$ cat config.mk
export PLATFORM = sky130hd
export DESIGN_NAME = mecanum_percent_mixer
export DESIGN_NICKNAME = d
export VERILOG_FILES = /design/src/mpm_pkg.sv /design/src/mpm_div.sv /design/src/mecanum_percent_mixer.sv
export SDC_FILE = /design/constraint.sdc
export NUM_CORES = 2
export LEC_CHECK = 0
export BUFFER_PORTS_ARGS = -buffer_cell sky130_fd_sc_hd__buf_2
export CORE_MARGIN = 5
export CORE_UTILIZATION = 57
export CTS_CLUSTER_DIAMETER = 100
export DETAILED_ROUTE_END_ITERATION = 16
export PLACE_DENSITY = 0.74
export SETUP_SLACK_MARGIN = 0.5
export SKIP_CTS_REPAIR_TIMING = 1
export SYNTH_ARGS = -nofsm -noshare
export SYNTH_HDL_FRONTEND = slang
export SYNTH_HIERARCHICAL = 1
export SYNTH_SLANG_ARGS = --single-unit
export TNS_END_PERCENT = 5
$ cat constraint.sdc
create_clock -name clk_i -period 16.7 [get_ports clk_i]
set_clock_uncertainty 0.05 [all_clocks]
set_input_delay 2.505 -clock clk_i [delete_from_list [all_inputs] [get_ports clk_i]]
set_output_delay 2.505 -clock clk_i [all_outputs]
set_load 0.01 [all_outputs]
$ cat src/mpm_pkg.sv
// shared types and constants for the mecanum percent mixer
package mpm_pkg;

  // field widths
  localparam int PCT_W   = 8;               // signed percent in and out
  localparam int MAG_W   = 7;               // magnitude register
  localparam int WHEELS  = 4;
  localparam int WHEEL_W = 10;              // signed mixed wheel, up to +/-300
  localparam int ABS_W   = 9;               // wheel magnitude, up to 300
  localparam int PROD_W  = ABS_W + MAG_W;   // magnitude times limit
  localparam int NUM_W   = 16;              // rounding numerator, up to 60300
  localparam int DEN_W   = ABS_W + 1;       // twice the largest magnitude
  localparam int QUOT_W  = 7;               // quotient never exceeds the limit

  // magnitude limits
  localparam logic [MAG_W-1:0] MAG_LIMIT = 7'd100;
  localparam logic [MAG_W-1:0] MAG_RESET = 7'd100;

  // configuration port
  localparam int APB_AW = 3;
  localparam int APB_DW = 32;
  localparam logic REG_MAX_MAG = 1'b0;      // register index bit of paddr

  // wheel order
  localparam int FL = 0;
  localparam int FR = 1;
  localparam int RL = 2;
  localparam int RR = 3;

  // input beat
  typedef struct packed {
    logic signed [PCT_W-1:0] forward_pct;
    logic signed [PCT_W-1:0] left_pct;
    logic signed [PCT_W-1:0] turn_pct;
  } mpm_in_t;

  // result beat
  typedef struct packed {
    logic signed [PCT_W-1:0] front_left_cmd;
    logic signed [PCT_W-1:0] front_right_cmd;
    logic signed [PCT_W-1:0] rear_left_cmd;
    logic signed [PCT_W-1:0] rear_right_cmd;
  } mpm_out_t;

  // side data carried alongside the divider
  typedef struct packed {
    logic                             scale;
    logic [WHEELS-1:0][WHEEL_W-1:0]   wheel;
  } mpm_tag_t;

endpackage

$ cat src/mpm_div.sv
// four-lane pipelined restoring divider, one quotient bit per stage
module mpm_div (
  input  logic                                      clk_i,
  input  logic                                      rst_ni,
  input  logic                                      valid_i,
  input  logic [mpm_pkg::WHEELS-1:0][mpm_pkg::NUM_W-1:0] num_i,
  input  logic [mpm_pkg::DEN_W-1:0]                 den_i,
  input  mpm_pkg::mpm_tag_t                         tag_i,
  output logic                                      valid_o,
  output logic [mpm_pkg::WHEELS-1:0][mpm_pkg::QUOT_W-1:0] quot_o,
  output mpm_pkg::mpm_tag_t                         tag_o
);
  import mpm_pkg::*;

  // stage registers
  logic                             vld_q  [QUOT_W];
  logic [DEN_W-1:0]                 den_q  [QUOT_W];
  mpm_tag_t                         tag_q  [QUOT_W];
  logic [WHEELS-1:0][NUM_W-1:0]     rem_q  [QUOT_W];
  logic [WHEELS-1:0][QUOT_W-1:0]    quot_q [QUOT_W];

  genvar s;
  for (s = 0; s < QUOT_W; s++) begin : g_stage
    localparam int Bit = QUOT_W - 1 - s;

    logic                           vld_in;
    logic [DEN_W-1:0]               den_in;
    mpm_tag_t                       tag_in;
    logic [WHEELS-1:0][NUM_W-1:0]   rem_in;
    logic [WHEELS-1:0][QUOT_W-1:0]  quot_in;
    logic [WHEELS-1:0][NUM_W-1:0]   rem_d;
    logic [WHEELS-1:0][QUOT_W-1:0]  quot_d;
    logic [NUM_W:0]                 dsh;

    // stage input: ports for the first, previous stage otherwise
    if (s == 0) begin : g_first
      assign vld_in  = valid_i;
      assign den_in  = den_i;
      assign tag_in  = tag_i;
      assign rem_in  = num_i;
      assign quot_in = '0;
    end else begin : g_next
      assign vld_in  = vld_q[s-1];
      assign den_in  = den_q[s-1];
      assign tag_in  = tag_q[s-1];
      assign rem_in  = rem_q[s-1];
      assign quot_in = quot_q[s-1];
    end

    // trial subtract of the shifted divisor in every lane
    always_comb begin
      dsh    = (NUM_W+1)'(den_in) << Bit;
      rem_d  = rem_in;
      quot_d = quot_in;
      for (int l = 0; l < WHEELS; l++) begin
        if ({1'b0, rem_in[l]} >= dsh) begin
          rem_d[l]       = rem_in[l] - dsh[NUM_W-1:0];
          quot_d[l][Bit] = 1'b1;
        end
      end
    end

    always_ff @(posedge clk_i or negedge rst_ni) begin
      if (!rst_ni) begin
        vld_q[s] <= 1'b0;
      end else begin
        vld_q[s] <= vld_in;
      end
    end

    always_ff @(posedge clk_i) begin
      den_q[s]  <= den_in;
      tag_q[s]  <= tag_in;
      rem_q[s]  <= rem_d;
      quot_q[s] <= quot_d;
    end
  end

  assign valid_o = vld_q[QUOT_W-1];
  assign quot_o  = quot_q[QUOT_W-1];
  assign tag_o   = tag_q[QUOT_W-1];

endmodule

$ cat src/mecanum_percent_mixer.sv
// top level of the mecanum percent mixer
// Mecanum wheel mixer on percent commands.
// A command beat (forward, left, turn percent) is taken at a rising edge with
// start high; busy is always low, so a beat may be given in every cycle.
// Each command is clamped to +/-M, mixed into four wheels, and if the largest
// wheel magnitude exceeds M every wheel is rescaled to round(w*M/max), half
// away from zero, then clamped to +/-M again. M is max_magnitude, capped at 100.
// A result beat shows on result_o with done_o high for one cycle, once its
// command beat has passed all register stages. Throughput is one beat per
// cycle, set by the twelve register stages of the datapath: clamp, mix, max
// and multiply, numerator, seven divider stages (one quotient bit each) and
// the output register.
// Results come out in command order; the receiver cannot stall them.
// max_magnitude sits at byte address 0 of the APB port. The user must write
// it only while no command is in flight; the block itself does not enforce
// this. Reset sets it to 100 and empties the pipeline.
module mecanum_percent_mixer (
  input  logic                         clk_i,
  input  logic                         rst_ni,
  input  logic                         start,
  output logic                         busy,
  input  mpm_pkg::mpm_in_t             cmd_i,
  output logic                         done_o,
  output mpm_pkg::mpm_out_t            result_o,
  input  logic                         psel,
  input  logic                         penable,
  input  logic                         pwrite,
  input  logic [mpm_pkg::APB_AW-1:0]   paddr,
  input  logic [mpm_pkg::APB_DW-1:0]   pwdata,
  output logic [mpm_pkg::APB_DW-1:0]   prdata,
  output logic                         pready
);
  import mpm_pkg::*;

  // saturate a signed value to +/-m
  function automatic logic signed [WHEEL_W-1:0] clamp_mag(logic signed [WHEEL_W-1:0] v,
                                                          logic [MAG_W-1:0] m);
    logic signed [WHEEL_W-1:0] ms;
    logic signed [WHEEL_W-1:0] nms;
    ms  = $signed({{(WHEEL_W-MAG_W){1'b0}}, m});
    nms = -ms;
    if (v > ms) begin
      return ms;
    end else if (v < nms) begin
      return nms;
    end
    return v;
  endfunction

  // configuration register
  logic [MAG_W-1:0] max_mag_q;
  logic [MAG_W-1:0] mag_eff;
  logic             cfg_wr;

  assign cfg_wr = psel & penable & pwrite & pready;
  assign pready = 1'b1;
  assign prdata = (paddr[APB_AW-1] == REG_MAX_MAG) ? APB_DW'(max_mag_q) : '0;

  always_ff @(posedge clk_i or negedge rst_ni) begin
    if (!rst_ni) begin
      max_mag_q <= MAG_RESET;
    end else if (cfg_wr && paddr[APB_AW-1] == REG_MAX_MAG) begin
      max_mag_q <= pwdata[MAG_W-1:0];
    end
  end

  assign mag_eff = (max_mag_q > MAG_LIMIT) ? MAG_LIMIT : max_mag_q;
  assign busy    = 1'b0;

  // stage 1: clamp the three commands
  logic                      s1_vld_q;
  logic signed [PCT_W-1:0]   x_q, y_q, r_q;
  logic signed [WHEEL_W-1:0] x_c, y_c, r_c;

  always_comb begin
    x_c = clamp_mag(WHEEL_W'(cmd_i.forward_pct), mag_eff);
    y_c = clamp_mag(WHEEL_W'(cmd_i.left_pct), mag_eff);
    r_c = clamp_mag(WHEEL_W'(cmd_i.turn_pct), mag_eff);
  end

  always_ff @(posedge clk_i) begin
    x_q <= x_c[PCT_W-1:0];
    y_q <= y_c[PCT_W-1:0];
    r_q <= r_c[PCT_W-1:0];
  end

  // stage 2: mix into wheels and take magnitudes
  logic                            s2_vld_q;
  logic [WHEELS-1:0][WHEEL_W-1:0]  w2_d, w2_q;
  logic [WHEELS-1:0][ABS_W-1:0]    a2_d, a2_q;
  logic signed [WHEEL_W-1:0]       xe, ye, re, wt, wa;

  always_comb begin
    xe = WHEEL_W'(x_q);
    ye = WHEEL_W'(y_q);
    re = WHEEL_W'(r_q);
    w2_d[FL] = xe + ye + re;
    w2_d[FR] = xe - ye - re;
    w2_d[RL] = xe - ye + re;
    w2_d[RR] = xe + ye - re;
    for (int l = 0; l < WHEELS; l++) begin
      wt      = $signed(w2_d[l]);
      wa      = (wt < 0) ? -wt : wt;
      a2_d[l] = wa[ABS_W-1:0];
    end
  end

  always_ff @(posedge clk_i) begin
    w2_q <= w2_d;
    a2_q <= a2_d;
  end

  // stage 3: largest magnitude and magnitude times limit
  logic                            s3_vld_q;
  logic [ABS_W-1:0]                mx_lo, mx_hi, mx_d, mx_q;
  logic [WHEELS-1:0][PROD_W-1:0]   prod_d, prod_q;
  logic [WHEELS-1:0][WHEEL_W-1:0]  w3_q;

  always_comb begin
    mx_lo = (a2_q[FL] > a2_q[FR]) ? a2_q[FL] : a2_q[FR];
    mx_hi = (a2_q[RL] > a2_q[RR]) ? a2_q[RL] : a2_q[RR];
    mx_d  = (mx_lo > mx_hi) ? mx_lo : mx_hi;
    for (int l = 0; l < WHEELS; l++) begin
      prod_d[l] = PROD_W'(a2_q[l]) * PROD_W'(mag_eff);
    end
  end

  always_ff @(posedge clk_i) begin
    mx_q   <= mx_d;
    prod_q <= prod_d;
    w3_q   <= w2_q;
  end

  // stage 4: rounding numerator, divisor and scale decision
  logic                            s4_vld_q;
  logic [WHEELS-1:0][NUM_W-1:0]    num_d, num_q;
  logic [DEN_W-1:0]                den_q;
  mpm_tag_t                        tag4_q;

  always_comb begin
    for (int l = 0; l < WHEELS; l++) begin
      num_d[l] = NUM_W'({prod_q[l], 1'b0}) + NUM_W'(mx_q);
    end
  end

  always_ff @(posedge clk_i) begin
    num_q        <= num_d;
    den_q        <= {mx_q, 1'b0};
    tag4_q.scale <= (mx_q > ABS_W'(mag_eff));
    tag4_q.wheel <= w3_q;
  end

  // valid bits of the front stages
  always_ff @(posedge clk_i or negedge rst_ni) begin
    if (!rst_ni) begin
      s1_vld_q <= 1'b0;
      s2_vld_q <= 1'b0;
      s3_vld_q <= 1'b0;
      s4_vld_q <= 1'b0;
    end else begin
      s1_vld_q <= start & ~busy;
      s2_vld_q <= s1_vld_q;
      s3_vld_q <= s2_vld_q;
      s4_vld_q <= s3_vld_q;
    end
  end

  // divider stages
  logic                            dv_vld;
  logic [WHEELS-1:0][QUOT_W-1:0]   dv_quot;
  mpm_tag_t                        dv_tag;

  mpm_div u_div (
    .clk_i   (clk_i),
    .rst_ni  (rst_ni),
    .valid_i (s4_vld_q),
    .num_i   (num_q),
    .den_i   (den_q),
    .tag_i   (tag4_q),
    .valid_o (dv_vld),
    .quot_o  (dv_quot),
    .tag_o   (dv_tag)
  );

  // output stage: apply sign, pick scaled or plain wheel, clamp
  logic [WHEELS-1:0][PCT_W-1:0]    cmd_d;
  logic signed [WHEEL_W-1:0]       wv, qv, ov;

  always_comb begin
    for (int l = 0; l < WHEELS; l++) begin
      wv = $signed(dv_tag.wheel[l]);
      qv = $signed(WHEEL_W'(dv_quot[l]));
      if (dv_tag.scale) begin
        ov = (wv < 0) ? -qv : qv;
      end else begin
        ov = wv;
      end
      ov       = clamp_mag(ov, mag_eff);
      cmd_d[l] = ov[PCT_W-1:0];
    end
  end

  always_ff @(posedge clk_i or negedge rst_ni) begin
    if (!rst_ni) begin
      done_o <= 1'b0;
    end else begin
      done_o <= dv_vld;
    end
  end

  always_ff @(posedge clk_i) begin
    result_o.front_left_cmd  <= cmd_d[FL];
    result_o.front_right_cmd <= cmd_d[FR];
    result_o.rear_left_cmd   <= cmd_d[RL];
    result_o.rear_right_cmd  <= cmd_d[RR];
  end

endmodule
==> results.md <==
- Number of max-cap violations: 0
- Endpoints failing setup: 0
- Tot GR Track Use: 26.2%
- FF/Latch Area: 0.0243 mm2
- Tmin final: 7.50 ns
- CTS Buffer Depth: 3
- Worst Max-Slew Pin Slew: 1.24 ns
- Synth unique cells: 104
- Post-synth top area share: 40.6%
- Fmax: 0.133 GHz
- Crit path buf inv count: 3
- RSZ-0062 raised after global routing: false
- Nets: 6,874
- Final setup margin: 9.20 ns
- Die footprint: 0.109 mm2
- Ys Warns: 6
- Final slew viol count: 0
- Seq/Total Area, Yosys: 41.5%
- CTS tree: done
- DR WL/cell: 19.5 um
- Hold crit path type: reg2reg
- First-pass iteration count of the detailed router: 8
- Post-synth top area cell: dfxtp_1
- DR iter-0 viols: 2,989
- Critical path class: reg2reg
- CP Capture Type: register
- Hold wc startpoint: u_div/tag_q[4][40]
- Worst skew pair latency: 0.74 ns
- Total number of vias: 42.0k
- Fraction of registers with async set or reset after synthesis: 1.57%
- CTS H-tree depth: 3
- Critical-path maximum fanout: 26
- Cts bufs inserted: 118
- Initial antenna violation count: 9
- Critical Path Start: max_mag_q[2]
- Worst slew margin: 17.4%
- Setup total negative slack: 0 ns
- Count leader, synth: dfxtp_1
- Delay-heaviest family, CP: simple AND/OR/NAND/NOR gates
- Sink Count: 1,209
- Chip Width: 331 um
- Gp weighted congestion: 0.943
- Core area: 0.102 mm2
- CP Launch Type: register
- Final Hold Fails: 0
- Post-synthesis instance area: 0.0586 mm2
- IO Count: 132
- First-pass GRT wire length: 227 mm
- Clk root buf: clkbuf_16
- Multi-input gate area: 0.0321 mm2
- CP required: 17.28 ns
- Fillers: 8,230
- Leading post-synthesis cells by cell area: dfxtp_1, ha_1, fa_1
- Final period util: 44.9%
- Cell Chain, Critical Path: nor3_2, o21a_1, buf_4, clkinv_1, buf_4, ha_1, nor2_1, nor2_1, ha_1, o21ai_0, a21oi_1, o21ai_0, a21oi_1, o22ai_1, mux2_2, o21a_1
- Largest net degree at the start of global routing: 78
- Post-synth EDFFs: 0
- Peak per-stage delay on the critical path: 0.90 ns
- GRT overflow: 0
- Post-Place Worst Slack: 9.48 ns
- Synth Area per Inst: 9.95 um2
- Share of post-route cells with drive strength above 1: 8.49%
- Crit path arrival time: 8.07 ns
- Top cells by count, synth: dfxtp_1, ha_1, nor2_1, inv_1, a21oi_1
- Synth Instances: 5,890
- Row count: 117
- Vias per inst: 5.63
- Area grow syn2layout: 10.6%
- Yosys reg bits: 1,209
- Drt drc: 0
- Vias in the first global route: 41.5k
- Final HPWL DP: 111 mm
- Predominant post-synthesis flop cell: dfxtp_1
- Antenna Nets Post-Route: 0
- Wirelength, routed: 146 mm
- Port bufs: 77
- Outcome: finished clean
- Starting density of the core: 57.5%
- Worst-path clk slew: 0.07 ns
- Critical R2R Launch: max_mag_q[2]
- CP max stage cell: o22ai_1
- Die height: 331 um
- Fin Hold WS: 0.246 ns
==> state kept, by name, summed over array words and instances, names as in the netlist, 6 cells and up <==
| signal | count |
|---|---|
| x_q | 8 |
| w3_q | 40 |
| u_div/g_stage.vld_in | 6 |
| num_q | 61 |
| u_div/tag_q | 287 |
| u_div/rem_q | 384 |
| den_q | 8 |
| a2_q | 35 |
| w2_q | 37 |
| tag4_q | 41 |
| prod_q | 60 |
| r_q | 8 |
| u_div/quot_q | 112 |
| max_mag_q | 7 |
| result_o | 32 |
| u_div/den_q | 60 |
| y_q | 8 |
| mx_q | 9 |
==> worst register-to-register path, cell delays in order (launching register included) <==
cell and delay [ns]:
dfstp_2 0.43, nor3_2 0.86, o21a_1 0.19, buf_4 0.42, clkinv_1 0.75, buf_4 0.48
ha_1 0.52, nor2_1 0.82, nor2_1 0.48, ha_1 0.42, o21ai_0 0.17, a21oi_1 0.06
o21ai_0 0.15, a21oi_1 0.09, o22ai_1 0.90, mux2_2 0.42, o21a_1 0.18
==> per-stage QoR <==
| stage | instance area (um2) | util, % | cells |
|---|---|---|---|
| 6_report | 64800 | 63.6 | 7470 |
| 5_1_grt | 64800 | 63.6 | 7466 |
| 4_1_cts | 64800 | 63.6 | 7465 |
| 3_5_place_dp | 60300 | 59.2 | 7242 |
| 3_3_place_gp | 60300 | 59.2 | 7242 |
| 2_1_floorplan | 58700 | - | 5920 |
==> path summary, 6_finish.rpt <==
| path | slack [ns] | end | cells past startpoint |
|---|---|---|---|
| worst max-delay path | 9.20 | result_o[12] | 16 |
| worst min-delay path | 0.25 | u_div/tag_q[5][40] | 0 |
| worst max register to register | 9.20 | result_o[12] | 16 |
| worst min register to register | 0.25 | u_div/tag_q[5][40] | 0 |
| max in group asynchronous | 14.62 | max_mag_q[6] | 1 |
| min in group asynchronous | 1.65 | max_mag_q[4] | 1 |
==> metal layers <==
metal	global-route usage [%]	vias to the layer above	part of all wire, %
met5	0	-	0.032
met4	11.6	6	5.0
met1	32.7	19700	42
li1	-	20600	-
met3	4.23	366	5.8
met2	45.1	1326	48
==> cell usage in the layout, fill, tap and decap left out, drive strengths merged, types with 93 or more instances in the layout <==
master and count:
dfxtp 1190, nor2 492, inv 437, o21ai 296, fa 166, xor2 159, nand2 305, mux2 114
ha 648, and2 93, xnor2 240, a21oi 393, buf 107, clkbuf 142
==> cell families after synthesis <==
group           count (synthesis)  share of synthesized area (%)
fa+ha+maj                     814                           19.5
other cells                     2                         0.0128
xor+xnor                      399                           5.98
mux                           193                           3.54
simple gates                 1459                           12.2
flops                        1209                           41.5
buf+inv                       583                           4.02
compound gates               1231                           13.3
==> area by class of cell <==
type | instances | area share (%)
Inverter | 430 | 2.49
Timing Repair Buffer | 108 | 0.950
Multi-Input combinational cell | 4128 | 49.5
Sequential cell | 1209 | 37.5
Clock buffer | 141 | 4.94
Tap cell | 1368 | 2.64
Clock inverter | 82 | 1.94
Antenna cell | 4 | 0.0154
Power is left out: the tool's default activity adds up to more than one toggle a clock period on the data nets, which glitch-free logic cannot reach.
